[config.mk]
export PLATFORM = sky130hd
export DESIGN_NAME = stg_phase_cell
export DESIGN_NICKNAME = d
export VERILOG_FILES = /design/src/rtl/stg_pkg.sv /design/src/rtl/stg_phase_cell.sv
export SDC_FILE = /design/constraint.sdc
export NUM_CORES = 1
export LEC_CHECK = 0
export ABC_CLOCK_PERIOD_IN_PS = 5220
export BUFFER_PORTS_ARGS = -buffer_cell sky130_fd_sc_hd__buf_4
export CAP_MARGIN = 20
export CORE_MARGIN = 2
export CORE_UTILIZATION = 39
export DETAILED_ROUTE_END_ITERATION = 8
export HOLD_SLACK_MARGIN = 0.02
export MAX_ROUTING_LAYER = met4
export PLACE_DENSITY = 0.69
export SLEW_MARGIN = 25
export SYNTH_ARGS = -nofsm -noshare
export SYNTH_HDL_FRONTEND = slang
export SYNTH_SLANG_ARGS = --single-unit
[constraint.sdc]
create_clock -name i_clk -period 5.22 [get_ports i_clk]
set_input_delay 1.044 -clock i_clk [delete_from_list [all_inputs] [get_ports i_clk]]
set_output_delay 1.044 -clock i_clk [all_outputs]
set_load 0.01 [all_outputs]
[src/rtl/stg_pkg.sv]
// Shared types and constants for the sine tone generator.
// Holds the quarter-wave table entry function used to build the sine ROM.
// No dependencies.
package stg_pkg;

    // Width of the configuration data port and of both registers.
    localparam int CFG_WIDTH = 32;

    // Bits of phase held by one accumulator cell.
    localparam int CELL_BITS = 8;

    // Configuration register indexes.
    typedef enum logic [0:0] {
        CFG_PHASE_STEP   = 1'b0,
        CFG_BURST_LENGTH = 1'b1
    } t_cfg_index;

    // Control that every phase cell sees in a cycle.
    typedef struct packed {
        logic load;     // a request is accepted this cycle
        logic clear;    // restart: work from zero phase
        logic zero;     // burst end: phase returns to zero afterwards
    } t_cell_ctl;

    // pi/2 in Q30.
    localparam logic [63:0] HALF_PI_Q30 = 64'd1686629713;

    // Taylor series divisors (2n)(2n+1) for n = 1 to 7.
    localparam logic [6:0][7:0] TAYLOR_DIV = {
        8'd210, 8'd156, 8'd110, 8'd72, 8'd42, 8'd20, 8'd6
    };

    // Long division of a 64-bit value by a small divisor, one quotient bit per step.
    function automatic logic [63:0] div_by_small(
        input logic [63:0] num,
        input logic [7:0]  den
    );
        logic [63:0] quo;
        logic [8:0]  rem;
        quo = '0;
        rem = '0;
        for (int b = 63; b >= 0; b--) begin
            rem = {rem[7:0], num[b]};
            if (rem >= {1'b0, den}) begin
                rem    = rem - {1'b0, den};
                quo[b] = 1'b1;
            end
        end
        return quo;
    endfunction

    // One quarter-wave entry: round(amp * sin(pi/2 * k / 2^addr_bits)), with the
    // sine taken from a Q30 Taylor series. Evaluated at elaboration only.
    function automatic logic [31:0] quarter_entry(
        input logic [31:0] k,
        input int          addr_bits,
        input logic [63:0] amp
    );
        logic [63:0]        x;
        logic [63:0]        term;
        logic signed [63:0] sum;
        logic signed [63:0] v;
        x    = (HALF_PI_Q30 * {32'd0, k}) >> addr_bits;
        term = x;
        sum  = signed'(x);
        for (int n = 1; n <= 7; n++) begin
            term = (term * x) >> 30;
            term = (term * x) >> 30;
            term = div_by_small(term, TAYLOR_DIV[n-1]);
            if ((n & 1) != 0) begin
                sum = sum - signed'(term);
            end else begin
                sum = sum + signed'(term);
            end
        end
        if (sum < 0) begin
            sum = 64'sd0;
        end
        v = (sum * signed'(amp) + (64'sd1 <<< 29)) >>> 30;
        if (v > signed'(amp)) begin
            v = signed'(amp);
        end
        return v[31:0];
    endfunction

endpackage

[src/rtl/stg_phase_cell.sv]
// One slice of the phase accumulator: holds W phase bits and ripples its
// carry to the next cell. Depends on stg_pkg for the control struct.
module stg_phase_cell #(
    parameter int W = 8
) (
    input  logic              i_clk,
    input  logic              i_rst_n,
    input  stg_pkg::t_cell_ctl i_ctl,
    input  logic [W-1:0]      i_step,
    input  logic              i_carry,
    output logic              o_carry,
    output logic [W-1:0]      o_phase
);

    logic [W-1:0] r_phase;
    logic [W-1:0] n_phase;
    logic [W-1:0] sum;

    // Phase used for this request, after a restart has cleared it.
    assign o_phase = i_ctl.clear ? '0 : r_phase;

    assign {o_carry, sum} = {1'b0, o_phase} + {1'b0, i_step} + {{W{1'b0}}, i_carry};

    assign n_phase = i_ctl.zero ? '0 : sum;

    always_ff @(posedge i_clk) begin
        if (!i_rst_n) begin
            r_phase <= '0;
        end else if (i_ctl.load) begin
            r_phase <= n_phase;
        end
    end

endmodule

## Word level (Yosys, flattened, before mapping)

Index checks and enable logic that the tools add are counted.
Widths: inputs -> output; s select.

| storage, ports and cells | value |
|---|---|
| bits in registers | 8 |
| bits of input ports | 14 |
| word-level logic and storage cells | 5 |

| cells by class | value |
|---|---|
| add/sub/neg operators | 2 |
| mux-type cells | 2 |

Operators by type and width:

| operator | number |
|---|---|
| $mux 8 | 2 |
| $add 8x8->9 | 1 |
| $add 9x1->9 | 1 |

## Longest topological paths before layout

Gate-level depths: netlist of run 1.

| depth | value |
|---|---|
| depth in word-level cells | 4 |
| gate-level depth with buffers | 8 |
| gate-level depth less buffers | 8 |

## Worst setup path after synthesis of run 1

No wires, ideal clock.

| path | value |
|---|---|
| path type | input to output |
| start point | input port i_ctl[1] (netlist name) |
| end point | output port o_carry |
| data required time | 4.176 ns |
| setup slack | 1.418 ns |
| buffers on the path | 0 |
| data arrival time | 2.758 ns |
| stages on the path | 7 |
| cells stage by stage | nor2_1 -> fa_1 -> fa_1 -> a211o_1 -> a21o_1 -> a21oi_1 -> o21ai_1 |

| between the ends | value |
|---|---|
| longest elaborated chain between the ends | 3 |

Ends and longest elaborated chain:

| what | line | text |
|---|---|---|
| from (decl) | stg_phase_cell.sv:8 | `input stg_pkg::t_cell_ctl i_ctl,` |
| $mux 8 | stg_phase_cell.sv:20 | `assign o_phase = i_ctl.clear ? '0 : r_phase;` |
| $add 8x8->9 | stg_phase_cell.sv:22 | `assign {o_carry, sum} = {1'b0, o_phase} + {1'b0, i_step} + {{W{1'b0}}, i_carry};` |
| $add 9x1->9 | stg_phase_cell.sv:22 |  |
| to (decl) | stg_phase_cell.sv:11 | `output logic o_carry,` |

No other way between the ends.

## Worst setup path in the final report of run 1

Ends and elaborated chain as after synthesis.

==> results of run 1 <==
## cells in the final DEF, fill, tap and decap left out, drive strengths merged
master  netlist  final
fa            2      2
and2b         1      1
a21oi         8      8
inv           3      3
o311ai        2      2
nor2b         9      9
nand2b        2      2
mux2i         1      1
o21ai         1      1
a21boi        2      2
ha            7      7
dfxtp         8      8
and2          2      2
and3          2      2
nand2         3      3
o211ai        4      4
nand3         3      3
buf           1     22
nand3b        5      5
a211o         4      4
clkbuf        1      3
xnor2         1      1
a31oi         1      1
o21a          3      3
nor2          3      3
a21o          3      3
o22ai         2      2
## per-stage QoR
step                power (µW)  hold slack [ns]  std cells  setup slack [ns]
finish                   165.2           0.4586        132             1.108
global placement         115.4           0.4476        129             1.130
detailed placement       116.2           0.4516        129             1.097
global route             177.7           0.4891        132            0.9417
floorplan                97.43           0.4406         84             1.418
CTS                      167.3           0.4614        132             1.095
## area by class of cell
class / count / area [µm²] / area share [%]
Timing Repair Buffer: 22 / 165.2 / 17.84
Inverter: 3 / 11.26 / 1.216
Tap cell: 25 / 31.28 / 3.378
Multi-Input combinational cell: 71 / 535.5 / 57.84
Clock buffer: 3 / 22.52 / 2.432
Sequential cell: 8 / 160.2 / 17.30
## final timing paths
check,startpoint,end,slack (ns),cells after the start
max,i_ctl[1],o_carry,1.11,9
min,r_phase[3],r_phase[3],0.46,2
max reg2reg,r_phase[0],r_phase[6],2.98,8
min reg2reg,r_phase[3],r_phase[3],0.46,2
## worst register-to-register path, stage by stage (launching register included)
cell	delay, ns
dfxtp_1	0.29
inv_1	0.07
nor2_1	0.07
fa_1	0.41
fa_1	0.44
a211o_1	0.33
a21o_1	0.17
a21oi_1	0.22
o211ai_2	0.11
## routing by layer
| metal | wire, µm | track usage [%] | vias to the layer above | share of wire [%] |
|---|---|---|---|---|
| met5 | 0 | - | - | 0 |
| met4 | 40 | 10.00 | 0 | 2.5 |
| met3 | 89 | 5.769 | 4 | 5.5 |
| met1 | 741 | 22.45 | 317 | 45 |
| met2 | 761 | 27.12 | 13 | 47 |
| li1 | - | - | 362 | - |
## kinds of logic after synthesis
group	count (synthesis)	share of synthesized area [%]
adder cells (fa/ha/maj)	9	17.83
flip-flops	8	22.38
XOR/XNOR	1	1.224
AND/OR/NAND/NOR	30	24.65
AO/OA/AOI/OAI	30	29.72
multiplexers	1	1.399
buffers and inverters	5	2.796
## power by group
part | switching [µW] | internal, µW
logic | 24.2 | 25.1
clock network | 24.1 | 26.5
registers | 1.09 | 64.2
==> flow_summary.ini, run 1 <==
[run_status]
outcome = complete, no violations

[routing]
dr_total_vias = 696
drc_errors = 0
drt_iter0_markers = 8
route.antenna.remaining_nets = 0
dr.pass1.iters = 4
wl_per_cell_um = 12.36
viasPerCell = 5.273
routed_wl_um = 1632

[timing]
rsz0062_at_grt = false
worst_pin_slew_ns = 0.2772
finalSetupTns_ns = 0
slew_violations = 0
max_freq_mhz = 243.2
hold_viol = 0
period_needed_ns = 4.112
finalSetupViolations = 0
slew_headroom_pct = 81.23
skew_ns = 0.005151
fin_crit_sh_pct = 78.77

[worst_setup_path]
worstPathRequired_ns = 4.18
path_cells = buf_4 > nor2_1 > fa_1 > fa_1 > a211o_1 > a21o_1 > a21oi_1 > o21ai_1 > buf_4
path_buf_inv = 2
cp_max_fo = 8
critPathTopFamily = adder cells
crit_path_top_delay_cell = fa_1
cp-start-kind = input port
path_class = in -> out
cp.arrival_ns = 3.07
end_kind = output pin
slowest_delay_ns = 0.44

[final_layout]
area_growth_pct = 29.37
reg_top3 = r_phase: 8 flops
nNetsFinal = 132
drive_gt1_share_pct = 25.23
n_fill_cell = 177
fin_area_um2 = 925.9
largest_reg_flops = 8
largest-register = r_phase
final_util_pct = 53.62
antennaDiodeCount = 0

[logic_synthesis]
ys_types = 29
synth_edf_count = 0
ys.flop_type = dfxtp_1
yosysMostFrequentCell = nor2b_1
async_flop_share_pct = 0
syn_area_per_cell_um2 = 8.520
ys_seq_area_share_pct = 22.38
yosysTopAreaCellShare_pct = 22.38
yosys-top-cells-area = dfxtp_1 (22%), ha_1 (12%), nor2b_1 (7.9%)
synth_commonest_cells = nor2b_1 (9), a21oi_1 (8), dfxtp_1 (8)
ys_ff_latch = 8
synth_nets = 107
netlist_area_um2 = 715.7
postSynthCellCount = 84
yosys_warnings = 0
yosysTopAreaCell = dfxtp_1

[die]
initial_core_util_pct = 41.45
die_area_um2 = 2194
num_io_pins = 23
die_y_um = 46.84
fp.dieW_um = 46.84
placementRows = 15
core_region_area_um2 = 1727

[pwr]
p_per_area_nw_per_um2 = 178.4
leakagePower_uw = 0.0004397
ir_drop_mv = 0.09308

[job]
maxCapViolCount = 0

[clocking]
cts_tree = done
insertion_delay_ns = 0.26
numCtsBuffers = 3
cts_sinks = 8
cts_buffer_depth = 2
cts_root_buffer = clkbuf_4
clk_pin_slew_ns = 0.05
cts_resized = 0
h-tree-depth = 1
cts_setup_buffers = 0
holdBufCountCts = 0

[placed_design]
hpwl_um = 1259
io_buffers = 22
place_area_um2 = 903.4
routabilityCongestion = 0.7391

[grt]
grt_pass1_wl_um = 2656
antenna_found_initial = 0
overflow = 0
grt_usage_pct = 18.51
grt_pass1_vias = 613
grt_max_degree = 19

[min_path]
hp-class = reg -> reg
(Power assumes the default switching activity.)
==> run 2: changes to the inputs <==
--- a/config.mk
+++ b/config.mk
@@ -5,7 +5,8 @@
 export SDC_FILE = /design/constraint.sdc
 export NUM_CORES = 1
 export LEC_CHECK = 0
-export ABC_CLOCK_PERIOD_IN_PS = 5220
+export ABC_AREA = 1
+export ABC_CLOCK_PERIOD_IN_PS = 3590
 export BUFFER_PORTS_ARGS = -buffer_cell sky130_fd_sc_hd__buf_4
 export CAP_MARGIN = 20
 export CORE_MARGIN = 2
@@ -13,7 +14,7 @@
 export DETAILED_ROUTE_END_ITERATION = 8
 export HOLD_SLACK_MARGIN = 0.02
 export MAX_ROUTING_LAYER = met4
-export PLACE_DENSITY = 0.69
+export PLACE_DENSITY = 0.72
 export SLEW_MARGIN = 25
 export SYNTH_ARGS = -nofsm -noshare
 export SYNTH_HDL_FRONTEND = slang
==> constraint.sdc (replaced) <==
create_clock -name i_clk -period 3.59 [get_ports i_clk]
set_input_delay 0.718 -clock i_clk [delete_from_list [all_inputs] [get_ports i_clk]]
set_output_delay 0.718 -clock i_clk [all_outputs]
set_load 0.01 [all_outputs]
==> flow_summary.ini, run 2 <==
[logic_synthesis]
yosysTopAreaCellShare_pct = 22.65
ys_types = 19
ys_ff_latch = 8
yosys.area_share.simple_pct = 35.58
muxShareOfSynthArea_pct = 0
yosysMostFrequentCell = nand2_1
synth_compound_area_share_pct = 13.63
synth_adder_area_share_pct = 18.05
synth_edf_count = 0
async_flop_share_pct = 0
ys.flop_type = dfxtp_1
yosys-top-cells-area = dfxtp_1 (23%), nand2_1 (14%), ha_1 (12%)
ys_seq_area_share_pct = 22.65
synth_xor_area_share_pct = 0
yosysTopAreaCell = dfxtp_1
synth_top_family_by_area = simple AND/OR/NAND/NOR gates
yosys_warnings = 0
netlist_area_um2 = 706.9
synth_nets = 128
postSynthCellCount = 105
synth_commonest_cells = nand2_1 (27), inv_1 (16), a21oi_1 (14)
syn_area_per_cell_um2 = 6.733

[worst_setup_path]
end_kind = output pin
path_buf_inv = 2
r2r_cells = 11
r2r-end = r_phase[6]
cp_max_fo = 8
crit_path_top_delay_cell = fa_1
path_cells = buf_4 > nor2_1 > fa_1 > fa_1 > nand2_1 > nand2_2 > nand3b_4 > nand2_2 > a21oi_1 > o21bai_1 > buf_4
critPathTopFamily = adder cells
worstPathRequired_ns = 2.87
worstSetupEndpoint = o_carry
rr_startpoint = r_phase[0]
critPathLaunch = i_ctl[1]
worst-r2r-setup-slack_ns = 1.72
cp.arrival_ns = 2.44
path_class = in -> out
slowest_delay_ns = 0.42
path_depth = 11
cp-start-kind = input port

[die]
placementRows = 15
core_region_area_um2 = 1708
fp.dieW_um = 46.58
num_io_pins = 23
initial_core_util_pct = 41.39
die_y_um = 46.58
die_area_um2 = 2169

[grt]
use_met1_pct = 19.34
grt_max_degree = 10
grt_pass1_vias = 642
overflow = 0
grt.met2_usage_pct = 27.50
grt_use_met3_pct = 2.353
grt_pass1_wl_um = 2449
top_usage_layer = met2
antenna_found_initial = 0
grt_usage_pct = 16.39

[timing]
rsz0062_at_grt = false
worst_pin_slew_ns = 0.2704
period_needed_ns = 3.163
finalSetupViolations = 0
slew_headroom_pct = 81.90
finalSetupTns_ns = 0
max_freq_mhz = 316.2
finalWorstSetupSlack_ns = 0.4273
slew_violations = 0
fin_crit_sh_pct = 88.10
skew_ns = 0.004678
hold_viol = 0

[pwr]
combPwrFrac_pct = 28.7
pwr-share-clk_pct = 30.4
p_switching_uw = 70.55
total_power_uw = 233.1
pwr-share-seq_pct = 40.9
leakagePower_uw = 0.0004836
ir_drop_mv = 0.1672
internal-power_uw = 162.5
p_per_area_nw_per_um2 = 252.7
p_sw_share_pct = 30.27

[routing]
wl_per_cell_um = 9.948
dr_total_vias = 728
dr.pass1.iters = 4
drt_iter0_markers = 21
routed_wl_um = 1532
drc_errors = 0
route.antenna.remaining_nets = 0
viasPerCell = 4.727

[final_layout]
largest-register = r_phase
layout_commonest_cell = nand2_1
nNetsFinal = 154
mostFrequentLayoutCells = nand2_1 (27), buf_4 (22), inv_1 (16)
largest_reg_flops = 8
area_growth_pct = 30.44
drive_gt1_share_pct = 26.36
antennaDiodeCount = 0
reg_top3 = r_phase: 8 flops
instances_no_fill = 154

[clocking]
cts_tree = done
insertion_delay_ns = 0.26
holdBufCountCts = 0
cts_buffer_depth = 2
numCtsBuffers = 3
h-tree-depth = 1
cts_setup_buffers = 0
cts_resized = 0
cts_sinks = 8
cts_root_buffer = clkbuf_4
clk_pin_slew_ns = 0.05

[placed_design]
io_buffers = 22
dp_slack_ns = 0.4245
hpwl_um = 1271
dp.cells = 151
routabilityCongestion = 0.7634

[job]
maxCapViolCount = 0

[run_status]
outcome = complete, no violations

[min_path]
hp-class = reg -> reg
[run 2: worst register-to-register path, stage by stage, from the launching register on]
cell      delay (ns)
dfxtp_1         0.30
inv_1           0.05
nor2_1          0.05
fa_1            0.41
fa_1            0.42
nand2_1         0.10
nand2_2         0.09
nand3b_4        0.09
nand2_2         0.05
nand2_1         0.07
nand3_2         0.08
a21oi_2         0.11
[run 2: how the worst min path moves through the flow]
stage | startpoint | endpoint | slack (ns) | depth (start not counted)
finish | r_phase[5] | r_phase[5] | 0.46 | 2
floorplan | r_phase[0] | r_phase[0] | 0.45 | 2
global placement | r_phase[7] | r_phase[7] | 0.45 | 2
CTS | r_phase[5] | r_phase[5] | 0.47 | 2
global route | r_phase[2] | r_phase[2] | 0.48 | 2
detailed placement | r_phase[5] | r_phase[5] | 0.46 | 2
[run 2: cell families after synthesis]
kind of cell	Yosys count
AO/OA/AOI/OAI	18
adder cells (fa/ha/maj)	9
buffers and inverters	19
flip-flops	8
AND/OR/NAND/NOR	51
[run 2: through the flow]
step                      area [µm²]  utilization (%)  hold slack [ns]
after floorplan                706.9                -           0.4451
after global placement         899.6            52.67           0.4539
after detailed placement       899.6            52.67           0.4572
after CTS                      922.1            53.99           0.4659
after global routing           922.1            53.99           0.4800
final                          922.1            53.99           0.4628
[run 2: routing by layer]
layer  part of all wire (%)  up-vias
li1                       -      384
met5                      0        -
met2                     47       23
met4                    1.2        0
met1                     45      319
met3                    6.9        2
[run 2: area by class of cell]
type | instances | area, µm²
repair buffers | 22 | 165.2
inverters | 18 | 67.56
clock buffers | 3 | 22.52
well taps | 25 | 31.28
fillers | 175 | 785.8
multi-input cells | 78 | 475.5
flip-flops and latches | 8 | 160.2
[run 2: power groups by stage]
stage | Sequential (µW) | Clock, µW | Combinational (µW)
after floorplan | 96.7 | 0 | 42.6
after global placement | 97.0 | 0 | 66.2
after CTS | 95.3 | 73.2 | 67.5
after detailed placement | 97.2 | 0 | 67.1
after global routing | 95.8 | 76.1 | 75.6
final | 95.3 | 70.8 | 67.0
